File: config.mk
export PLATFORM = sky130hd
export DESIGN_NAME = md5_byte_stream_hash
export DESIGN_NICKNAME = d
export VERILOG_FILES = /design/src/hw/rtl/md5_pkg.sv /design/src/hw/rtl/md5_ctrl.sv /design/src/hw/rtl/md5_dp.sv /design/src/hw/rtl/md5_byte_stream_hash.sv
export SDC_FILE = /design/constraint.sdc
export NUM_CORES = 2
export LEC_CHECK = 0
export BUFFER_PORTS_ARGS = -buffer_cell sky130_fd_sc_hd__buf_2
export CAP_MARGIN = 5
export CELL_PAD_IN_SITES_DETAIL_PLACEMENT = 1
export CELL_PAD_IN_SITES_GLOBAL_PLACEMENT = 2
export CORE_MARGIN = 3
export CORE_UTILIZATION = 35
export DETAILED_ROUTE_END_ITERATION = 12
export PLACE_DENSITY_LB_ADDON = 0.1
export SKIP_LAST_GASP = 1
export SYNTH_ARGS = -nofsm -noshare
export SYNTH_HDL_FRONTEND = slang
export SYNTH_SLANG_ARGS = --single-unit
export TNS_END_PERCENT = 10
File: constraint.sdc
create_clock -name clk_i -period 10.38 [get_ports clk_i]
set_input_delay 1.038 -clock clk_i [delete_from_list [all_inputs] [get_ports clk_i]]
set_output_delay 1.038 -clock clk_i [all_outputs]
set_load 0.02 [all_outputs]
File: src/hw/rtl/md5_pkg.sv
// MD5 byte-stream hash: shared types, round constants and index helpers.
// Used by md5_ctrl, md5_dp and md5_byte_stream_hash; depends on nothing.
`default_nettype none

package md5_pkg;

  typedef struct packed {
    logic [7:0] data_byte;
    logic       has_byte;
    logic       is_last;
  } in_item_t;

  typedef struct packed {
    logic [63:0] digest_half;
    logic        last_half;
  } out_item_t;

  typedef enum logic [3:0] {
    ST_IDLE,
    ST_PAD80,
    ST_PADZ,
    ST_PADLEN,
    ST_PREP,
    ST_ROUND,
    ST_FOLD,
    ST_OUT0,
    ST_OUT1
  } state_e;

  // Source of the byte written into the block store
  typedef enum logic [1:0] {
    WSEL_DATA,
    WSEL_PAD,
    WSEL_ZERO,
    WSEL_LEN
  } wsel_e;

  typedef struct packed {
    logic  wr_en;
    wsel_e wsel;
    logic  comp_start;
    logic  round_en;
    logic  fold;
    logic  msg_clear;
    logic  out_half;
  } ctrl_cmd_t;

  typedef struct packed {
    logic [5:0] pos;
    logic       round_last;
  } dp_sts_t;

  localparam logic [5:0] PosLast = 6'd63;
  localparam logic [5:0] PosLen  = 6'd56;
  localparam logic [7:0] PadByte = 8'h80;

  localparam logic [31:0] InitA = 32'h67452301;
  localparam logic [31:0] InitB = 32'hefcdab89;
  localparam logic [31:0] InitC = 32'h98badcfe;
  localparam logic [31:0] InitD = 32'h10325476;

  localparam logic [31:0] KTab [64] = '{
    32'hd76aa478, 32'he8c7b756, 32'h242070db, 32'hc1bdceee,
    32'hf57c0faf, 32'h4787c62a, 32'ha8304613, 32'hfd469501,
    32'h698098d8, 32'h8b44f7af, 32'hffff5bb1, 32'h895cd7be,
    32'h6b901122, 32'hfd987193, 32'ha679438e, 32'h49b40821,
    32'hf61e2562, 32'hc040b340, 32'h265e5a51, 32'he9b6c7aa,
    32'hd62f105d, 32'h02441453, 32'hd8a1e681, 32'he7d3fbc8,
    32'h21e1cde6, 32'hc33707d6, 32'hf4d50d87, 32'h455a14ed,
    32'ha9e3e905, 32'hfcefa3f8, 32'h676f02d9, 32'h8d2a4c8a,
    32'hfffa3942, 32'h8771f681, 32'h6d9d6122, 32'hfde5380c,
    32'ha4beea44, 32'h4bdecfa9, 32'hf6bb4b60, 32'hbebfbc70,
    32'h289b7ec6, 32'heaa127fa, 32'hd4ef3085, 32'h04881d05,
    32'hd9d4d039, 32'he6db99e5, 32'h1fa27cf8, 32'hc4ac5665,
    32'hf4292244, 32'h432aff97, 32'hab9423a7, 32'hfc93a039,
    32'h655b59c3, 32'h8f0ccc92, 32'hffeff47d, 32'h85845dd1,
    32'h6fa87e4f, 32'hfe2ce6e0, 32'ha3014314, 32'h4e0811a1,
    32'hf7537e82, 32'hbd3af235, 32'h2ad7d2bb, 32'heb86d391
  };

  localparam logic [4:0] RotTab [16] = '{
    5'd7, 5'd12, 5'd17, 5'd22, 5'd5, 5'd9, 5'd14, 5'd20,
    5'd4, 5'd11, 5'd16, 5'd23, 5'd6, 5'd10, 5'd15, 5'd21
  };

  // Message word used by round i; all arithmetic wraps at 16
  function automatic logic [3:0] msg_index(input logic [5:0] i);
    logic [3:0] lo;
    logic [3:0] g;
    lo = i[3:0];
    unique case (i[5:4])
      2'd0:    g = lo;
      2'd1:    g = 4'((lo << 2) + lo + 4'd1);
      2'd2:    g = 4'((lo << 1) + lo + 4'd5);
      default: g = 4'((lo << 3) - lo);
    endcase
    return g;
  endfunction

  function automatic logic [31:0] rotl32(input logic [31:0] v, input logic [4:0] s);
    logic [63:0] t;
    t = {v, v} << s;
    return t[63:32];
  endfunction

endpackage

`default_nettype wire

File: src/hw/rtl/md5_ctrl.sv
// MD5 controller: sequences byte loading, padding, compression and digest output.
// Depends on md5_pkg; drives md5_dp through a command struct.
`default_nettype none

module md5_ctrl (
  input  wire                     clk_i,
  input  wire                     rst_ni,
  input  wire                     in_valid_i,
  input  wire                     in_has_byte_i,
  input  wire                     in_is_last_i,
  output logic                    in_stall_o,
  output logic                    out_valid_o,
  input  wire                     out_stall_i,
  output md5_pkg::ctrl_cmd_t      cmd_o,
  input  wire md5_pkg::dp_sts_t   sts_i
);

  md5_pkg::state_e state_q, state_d;
  md5_pkg::state_e ret_q, ret_d;

  logic pos_last;
  logic pos_len;

  assign pos_last = (sts_i.pos == md5_pkg::PosLast);
  assign pos_len  = (sts_i.pos == md5_pkg::PosLen);

  always_ff @(posedge clk_i or negedge rst_ni) begin
    if (!rst_ni) begin
      state_q <= md5_pkg::ST_IDLE;
      ret_q   <= md5_pkg::ST_IDLE;
    end else begin
      state_q <= state_d;
      ret_q   <= ret_d;
    end
  end

  // Next state; ret holds where to resume after a block compression
  always_comb begin
    state_d = state_q;
    ret_d   = ret_q;
    unique case (state_q)
      md5_pkg::ST_IDLE: begin
        if (in_valid_i) begin
          if (in_has_byte_i && pos_last) begin
            state_d = md5_pkg::ST_PREP;
            ret_d   = in_is_last_i ? md5_pkg::ST_PAD80 : md5_pkg::ST_IDLE;
          end else if (in_is_last_i) begin
            state_d = md5_pkg::ST_PAD80;
          end
        end
      end
      md5_pkg::ST_PAD80: begin
        if (pos_last) begin
          state_d = md5_pkg::ST_PREP;
          ret_d   = md5_pkg::ST_PADZ;
        end else begin
          state_d = md5_pkg::ST_PADZ;
        end
      end
      md5_pkg::ST_PADZ: begin
        if (pos_len) begin
          state_d = md5_pkg::ST_PADLEN;
        end else if (pos_last) begin
          state_d = md5_pkg::ST_PREP;
          ret_d   = md5_pkg::ST_PADZ;
        end
      end
      md5_pkg::ST_PADLEN: begin
        if (pos_last) begin
          state_d = md5_pkg::ST_PREP;
          ret_d   = md5_pkg::ST_OUT0;
        end
      end
      md5_pkg::ST_PREP:  state_d = md5_pkg::ST_ROUND;
      md5_pkg::ST_ROUND: begin
        if (sts_i.round_last) state_d = md5_pkg::ST_FOLD;
      end
      md5_pkg::ST_FOLD:  state_d = ret_q;
      md5_pkg::ST_OUT0: begin
        if (!out_stall_i) state_d = md5_pkg::ST_OUT1;
      end
      md5_pkg::ST_OUT1: begin
        if (!out_stall_i) state_d = md5_pkg::ST_IDLE;
      end
      default: state_d = md5_pkg::ST_IDLE;
    endcase
  end

  // Outputs
  always_comb begin
    cmd_o       = '0;
    cmd_o.wsel  = md5_pkg::WSEL_DATA;
    in_stall_o  = 1'b1;
    out_valid_o = 1'b0;
    unique case (state_q)
      md5_pkg::ST_IDLE: begin
        in_stall_o  = 1'b0;
        cmd_o.wr_en = in_valid_i && in_has_byte_i;
      end
      md5_pkg::ST_PAD80: begin
        cmd_o.wr_en = 1'b1;
        cmd_o.wsel  = md5_pkg::WSEL_PAD;
      end
      md5_pkg::ST_PADZ: begin
        cmd_o.wr_en = !pos_len;
        cmd_o.wsel  = md5_pkg::WSEL_ZERO;
      end
      md5_pkg::ST_PADLEN: begin
        cmd_o.wr_en = 1'b1;
        cmd_o.wsel  = md5_pkg::WSEL_LEN;
      end
      md5_pkg::ST_PREP:  cmd_o.comp_start = 1'b1;
      md5_pkg::ST_ROUND: cmd_o.round_en   = 1'b1;
      md5_pkg::ST_FOLD:  cmd_o.fold       = 1'b1;
      md5_pkg::ST_OUT0:  out_valid_o      = 1'b1;
      md5_pkg::ST_OUT1: begin
        out_valid_o     = 1'b1;
        cmd_o.out_half  = 1'b1;
        cmd_o.msg_clear = !out_stall_i;
      end
      default: in_stall_o = 1'b1;
    endcase
  end

`ifndef SYNTHESIS
  a_fold_resume: assert property (@(posedge clk_i) disable iff (!rst_ni)
    (state_q == md5_pkg::ST_FOLD) |=> (state_q == $past(ret_q)))
    else $error("fold did not resume at saved state");

  a_round_hold: assert property (@(posedge clk_i) disable iff (!rst_ni)
    (state_q == md5_pkg::ST_ROUND && !sts_i.round_last) |=> (state_q == md5_pkg::ST_ROUND))
    else $error("compression left before last round");

  a_out_after_fold: assert property (@(posedge clk_i) disable iff (!rst_ni)
    (state_q == md5_pkg::ST_OUT0 && $past(state_q) != md5_pkg::ST_OUT0)
      |-> ($past(state_q) == md5_pkg::ST_FOLD))
    else $error("digest shown without a finished compression");

  a_len_pos: assert property (@(posedge clk_i) disable iff (!rst_ni)
    (state_q == md5_pkg::ST_PADLEN) |-> (sts_i.pos[5:3] == 3'b111))
    else $error("length bytes written outside the block tail");
`endif

endmodule

`default_nettype wire

File: src/hw/rtl/md5_dp.sv
// MD5 datapath: block store, bit counter, round unit and chaining words.
// Depends on md5_pkg; commanded by md5_ctrl.
`default_nettype none

module md5_dp (
  input  wire                      clk_i,
  input  wire                      rst_ni,
  input  wire  [7:0]               data_byte_i,
  input  wire md5_pkg::ctrl_cmd_t  cmd_i,
  output md5_pkg::dp_sts_t         sts_o,
  output md5_pkg::out_item_t       out_data_o
);

  logic [5:0]  pos_q;
  logic [63:0] cnt_q;
  logic [5:0]  idx_q;
  logic [31:0] chain_q [4];
  logic [31:0] a_q, b_q, c_q, d_q;

  // 16 words of 4 bytes, little-endian byte lanes
  logic [31:0] word_mem [16];
  logic [31:0] rd_q;
  logic [3:0]  rd_addr;
  logic [7:0]  wbyte;

  logic [1:0]  stage;
  logic [31:0] f;
  logic [31:0] sum;
  logic [31:0] b_new;
  logic [5:0]  idx_nxt;

  always_comb begin
    unique case (cmd_i.wsel)
      md5_pkg::WSEL_DATA: wbyte = data_byte_i;
      md5_pkg::WSEL_PAD:  wbyte = md5_pkg::PadByte;
      md5_pkg::WSEL_ZERO: wbyte = 8'h00;
      default:            wbyte = cnt_q[{pos_q[2:0], 3'b000} +: 8];
    endcase
  end

  // Prefetch the word for the next round
  assign idx_nxt = idx_q + 6'd1;
  assign rd_addr = cmd_i.comp_start ? 4'd0 : md5_pkg::msg_index(idx_nxt);

  always_ff @(posedge clk_i) begin
    if (cmd_i.wr_en) begin
      word_mem[pos_q[5:2]][{pos_q[1:0], 3'b000} +: 8] <= wbyte;
    end
    rd_q <= word_mem[rd_addr];
  end

  assign stage = idx_q[5:4];

  always_comb begin
    unique case (stage)
      2'd0:    f = (b_q & c_q) | (~b_q & d_q);
      2'd1:    f = (d_q & b_q) | (~d_q & c_q);
      2'd2:    f = b_q ^ c_q ^ d_q;
      default: f = c_q ^ (b_q | ~d_q);
    endcase
  end

  assign sum   = a_q + f + md5_pkg::KTab[idx_q] + rd_q;
  assign b_new = b_q + md5_pkg::rotl32(sum, md5_pkg::RotTab[{stage, idx_q[1:0]}]);

  always_ff @(posedge clk_i) begin
    if (cmd_i.comp_start) begin
      a_q <= chain_q[0];
      b_q <= chain_q[1];
      c_q <= chain_q[2];
      d_q <= chain_q[3];
    end else if (cmd_i.round_en) begin
      a_q <= d_q;
      b_q <= b_new;
      c_q <= b_q;
      d_q <= c_q;
    end
  end

  always_ff @(posedge clk_i or negedge rst_ni) begin
    if (!rst_ni) begin
      pos_q      <= '0;
      cnt_q      <= '0;
      idx_q      <= '0;
      chain_q[0] <= md5_pkg::InitA;
      chain_q[1] <= md5_pkg::InitB;
      chain_q[2] <= md5_pkg::InitC;
      chain_q[3] <= md5_pkg::InitD;
    end else begin
      if (cmd_i.wr_en) begin
        pos_q <= pos_q + 6'd1;
      end
      if (cmd_i.wr_en && cmd_i.wsel == md5_pkg::WSEL_DATA) begin
        cnt_q <= cnt_q + 64'd8;
      end
      if (cmd_i.comp_start) begin
        idx_q <= '0;
      end else if (cmd_i.round_en) begin
        idx_q <= idx_nxt;
      end
      if (cmd_i.msg_clear) begin
        cnt_q      <= '0;
        chain_q[0] <= md5_pkg::InitA;
        chain_q[1] <= md5_pkg::InitB;
        chain_q[2] <= md5_pkg::InitC;
        chain_q[3] <= md5_pkg::InitD;
      end else if (cmd_i.fold) begin
        chain_q[0] <= chain_q[0] + a_q;
        chain_q[1] <= chain_q[1] + b_q;
        chain_q[2] <= chain_q[2] + c_q;
        chain_q[3] <= chain_q[3] + d_q;
      end
    end
  end

  assign sts_o.pos        = pos_q;
  assign sts_o.round_last = (idx_q == md5_pkg::PosLast);

  assign out_data_o.digest_half = cmd_i.out_half ? {chain_q[3], chain_q[2]}
                                                 : {chain_q[1], chain_q[0]};
  assign out_data_o.last_half   = cmd_i.out_half;

endmodule

`default_nettype wire

File: src/hw/rtl/md5_byte_stream_hash.sv
// Throughput: one byte item per cycle while a 64-byte block fills; each full block
// then stalls input through word prefetch, 64 rounds of the single round unit and fold.
// Last item: padding into the block store (no write when the padding reaches the
// length slot), one or two compressions, then the two digest halves in order.
// Reset (async, active low): chaining words to MD5 initial values, counts cleared;
// block store contents stay undefined until written.
`default_nettype none

module md5_byte_stream_hash (
  input  wire                     clk_i,
  input  wire                     rst_ni,
  input  wire                     in_valid_i,
  output logic                    in_stall_o,
  input  wire md5_pkg::in_item_t  in_data_i,
  output logic                    out_valid_o,
  input  wire                     out_stall_i,
  output md5_pkg::out_item_t      out_data_o
);

  md5_pkg::ctrl_cmd_t cmd;
  md5_pkg::dp_sts_t   sts;

  md5_ctrl u_ctrl (
    .clk_i         (clk_i),
    .rst_ni        (rst_ni),
    .in_valid_i    (in_valid_i),
    .in_has_byte_i (in_data_i.has_byte),
    .in_is_last_i  (in_data_i.is_last),
    .in_stall_o    (in_stall_o),
    .out_valid_o   (out_valid_o),
    .out_stall_i   (out_stall_i),
    .cmd_o         (cmd),
    .sts_i         (sts)
  );

  md5_dp u_dp (
    .clk_i       (clk_i),
    .rst_ni      (rst_ni),
    .data_byte_i (in_data_i.data_byte),
    .cmd_i       (cmd),
    .sts_o       (sts),
    .out_data_o  (out_data_o)
  );

endmodule

`default_nettype wire
==> flow_summary.toml <==
[run_status]
status = "finished clean"

[setup_path]
path_class = "reg -> reg"
cp_max_fo = 21
endpoint_kind = "flop"
rrSetupSlack_ns = 0.43
cp_data_arrival_time_ns = 10.38
slowest_delay_ns = 0.56
required_ns = 10.81
critPathLaunchType = "flop"
cp_slowest_cell = "fa_1"

[timing]
setup_tns_ns = 0
period_needed_ns = 9.949
tightest_slew_ns = 1.294
hold_ws_ns = 0.1951
maxSlewHeadroom_pct = 13.53
fin_crit_sh_pct = 95.85
fmax_ghz = 0.1005
hold_viol = 0
rsz0062_at_grt = "false"
drv_slew = 0
clock_skew_ns = 0.1116
setup_slack_ns = 0.4312
setup_viol = 0

[yosys]
synth_area_um2 = 54380
avgSynthCellArea_um2 = 9.662
async_reset_ff_share_pct = 23.64
yosysSeqAreaShare_pct = 46.24
synth_edf_count = 640
synth_cells = 5628
ys_warn_count = 0
synth_ff_type = "edfxtp_1"
synth-seq-cells = 880
synth_nets = 5927
synth.distinct_cells = 98

[die]
rows = 144
die_y_um = 400.2
coreArea_um2 = 154200
start_util_pct = 35.26
ios = 81
die_x_um = 400.2
fp.dieArea_um2 = 160100

[route]
antenna_left = 0
drtIter0Drc = 3109
drc = 0
via_per_inst = 5.672
vias = 44110
first_pass_iters = 7
wl_per_cell_um = 27.50
routed_wl_mm = 213.9

[power]
leakagePower_nw = 23.22
pwr-share-comb_pct = 59.4
p_int_mw = 11.58
power_density_nw_per_um2 = 357.6
clockPowerShare_pct = 16.8
power.total_mw = 21.81
swShare_pct = 46.90
vdd_drop_max_mv = 0.2320
seqPwrFrac_pct = 23.9
power_switching_mw = 10.23

[finish]
finish.utilization_pct = 39.55
final_common_cell = "nand2_1"
layout.area.seq_um2 = 25160
multiInputGateArea_um2 = 27350
drive_gt1_share_pct = 11.20
finalNonFillerCells = 7778
areaGrowthSynthToFinish_pct = 12.18
fillCellCount = 17320
finalNetCount = 5940
stdcell_area_um2 = 61000
layout_common_cells = "854 x nand2_1, 640 x edfxtp_1, 438 x a21oi_1"

[global_routing]
grt_pass1_wl_mm = 311.3
antenna_found_initial = 10
grt_pass1_vias = 44850
grt.total_usage_pct = 26.28
grt_overflow = 0
grt_max_degree = 165

[place]
dp_cells = 7574
postPlaceCellArea_um2 = 57430
portBuffers = 80
dp_slack_ns = 0.1234
hpwl_mm = 154.3
gp_congestion = 0.9704

[cts]
path_clk_slew_ns = 0.06
cts.sinks = 880
cts_tree = "done"
htree_levels = 3
clk_latency_ns = 0.78
hold_buffers = 0
cts_max_path_buffers = 3
cts_buffers = 106
cts-root-buf = "clkbuf_16"

[run]
max_cap_viol_count = 0

[min_path]
hp-class = "in -> async"
-- metal layers --
metal,up-vias,wire length [um],track usage (%)
met1,22470,98220,36.54
met3,258,9365,3.293
met2,956,100600,43.20
met4,6,5739,6.836
met5,-,41,0
li1,20420,-,-
-- Yosys cell counts, types with 43 or more instances --
| master | count | area [um^2] |
|---|---|---|
| nand2_1 | 858 | 3221 |
| edfxtp_1 | 640 | 19220 |
| a21oi_1 | 439 | 2197 |
| nor2_1 | 417 | 1565 |
| o21ai_0 | 285 | 1426 |
| clkbuf_1 | 266 | 998.5 |
| inv_1 | 230 | 863.3 |
| ha_1 | 218 | 2728 |
| a211oi_1 | 197 | 1479 |
| xnor2_1 | 167 | 1463 |
| dfrtp_1 | 144 | 3603 |
| a31oi_1 | 136 | 850.8 |
| nand3_1 | 124 | 620.6 |
| xor2_1 | 122 | 1069 |
| nor3_1 | 104 | 520.5 |
| mux2_2 | 97 | 1092 |
| a311oi_1 | 76 | 665.6 |
| a21o_1 | 74 | 555.5 |
| nor2b_1 | 74 | 462.9 |
| and2_1 | 73 | 456.7 |
| and2_0 | 70 | 437.9 |
| fa_1 | 67 | 1341 |
| dfstp_2 | 64 | 1682 |
| mux2i_1 | 59 | 590.6 |
| and3_1 | 43 | 269.0 |
-- registers in the layout, indices dropped and copies added, names as in the netlist, 4 cells and up --
| register | count |
|---|---|
| u_dp.d_q | 32 |
| u_dp.idx_q | 6 |
| u_dp.rd_q | 32 |
| u_dp.cnt_q | 61 |
| u_dp.chain_q | 128 |
| u_ctrl.state_q | 4 |
| u_dp.a_q | 32 |
| u_dp.pos_q | 6 |
| u_dp.c_q | 32 |
| u_dp.b_q | 32 |
| u_dp.word_mem | 512 |
-- layout make-up --
type                    count  area share, %
diodes                      4        0.01641
clock buffers             153          4.802
clock inverters            44         0.7754
inverters                 237          1.473
multi-input cells        4190          44.84
flip-flops and latches    880          41.24
well taps                2044          4.193
repair buffers            226          2.667
-- critical path: cells and delay by family, from the launching register on --
kind	cells	cell delay, ns
AOI/OAI and AO/OA	16	4.14
xor gates and xnor gates	2	0.46
adders and majority gates	4	1.71
buffers and inverters	4	0.70
DFF	1	0.40
muxes	3	0.94
and+or+nand+nor	6	1.25
-- timing repair --
item | in CTS | in global routing
buffers inserted | 0 | 0
endpoints found under the setup margin | 0 | 10
gates resized for setup | 0 | 31
-- worst paths after layout --
path,cells after the start,startpoint,end
worst max register to register,35,u_dp.idx_q[2]$_DFFE_PN0P_,u_dp.b_q[31]$_DFFE_PP_
min in group clk_i,2,u_ctrl.ret_q[1]$_DFFE_PN0P_,u_ctrl.ret_q[1]$_DFFE_PN0P_
worst min register to register,2,u_ctrl.ret_q[1]$_DFFE_PN0P_,u_ctrl.ret_q[1]$_DFFE_PN0P_
max in group asynchronous,3,rst_ni,u_dp.chain_q[0]$_DFFE_PN0P_
worst min-delay path,1,rst_ni,u_dp.cnt_q[47]$_DFFE_PN0P_
worst max-delay path,35,u_dp.idx_q[2]$_DFFE_PN0P_,u_dp.b_q[31]$_DFFE_PP_
-- kinds of logic after synthesis --
kind of cell	Yosys count	synth area share (%)
XOR/XNOR	290	4.696
multiplexers	182	4.165
buffers and inverters	558	3.923
adder cells (fa/ha/maj)	285	7.483
AND/OR/NAND/NOR	1921	15.88
flip-flops	880	46.24
AO/OA/AOI/OAI	1512	17.61
-- power groups by stage --
stage	registers, mW	clock network (mW)	logic [mW]
global route	5.25	3.89	14.2
floorplan	4.95	0	8.73
finish	5.20	3.66	12.9
detailed placement	5.26	0	12.7
global placement	5.25	0	12.6
CTS	5.19	3.76	12.8
Note: power is estimated with default switching activity, not from simulation.
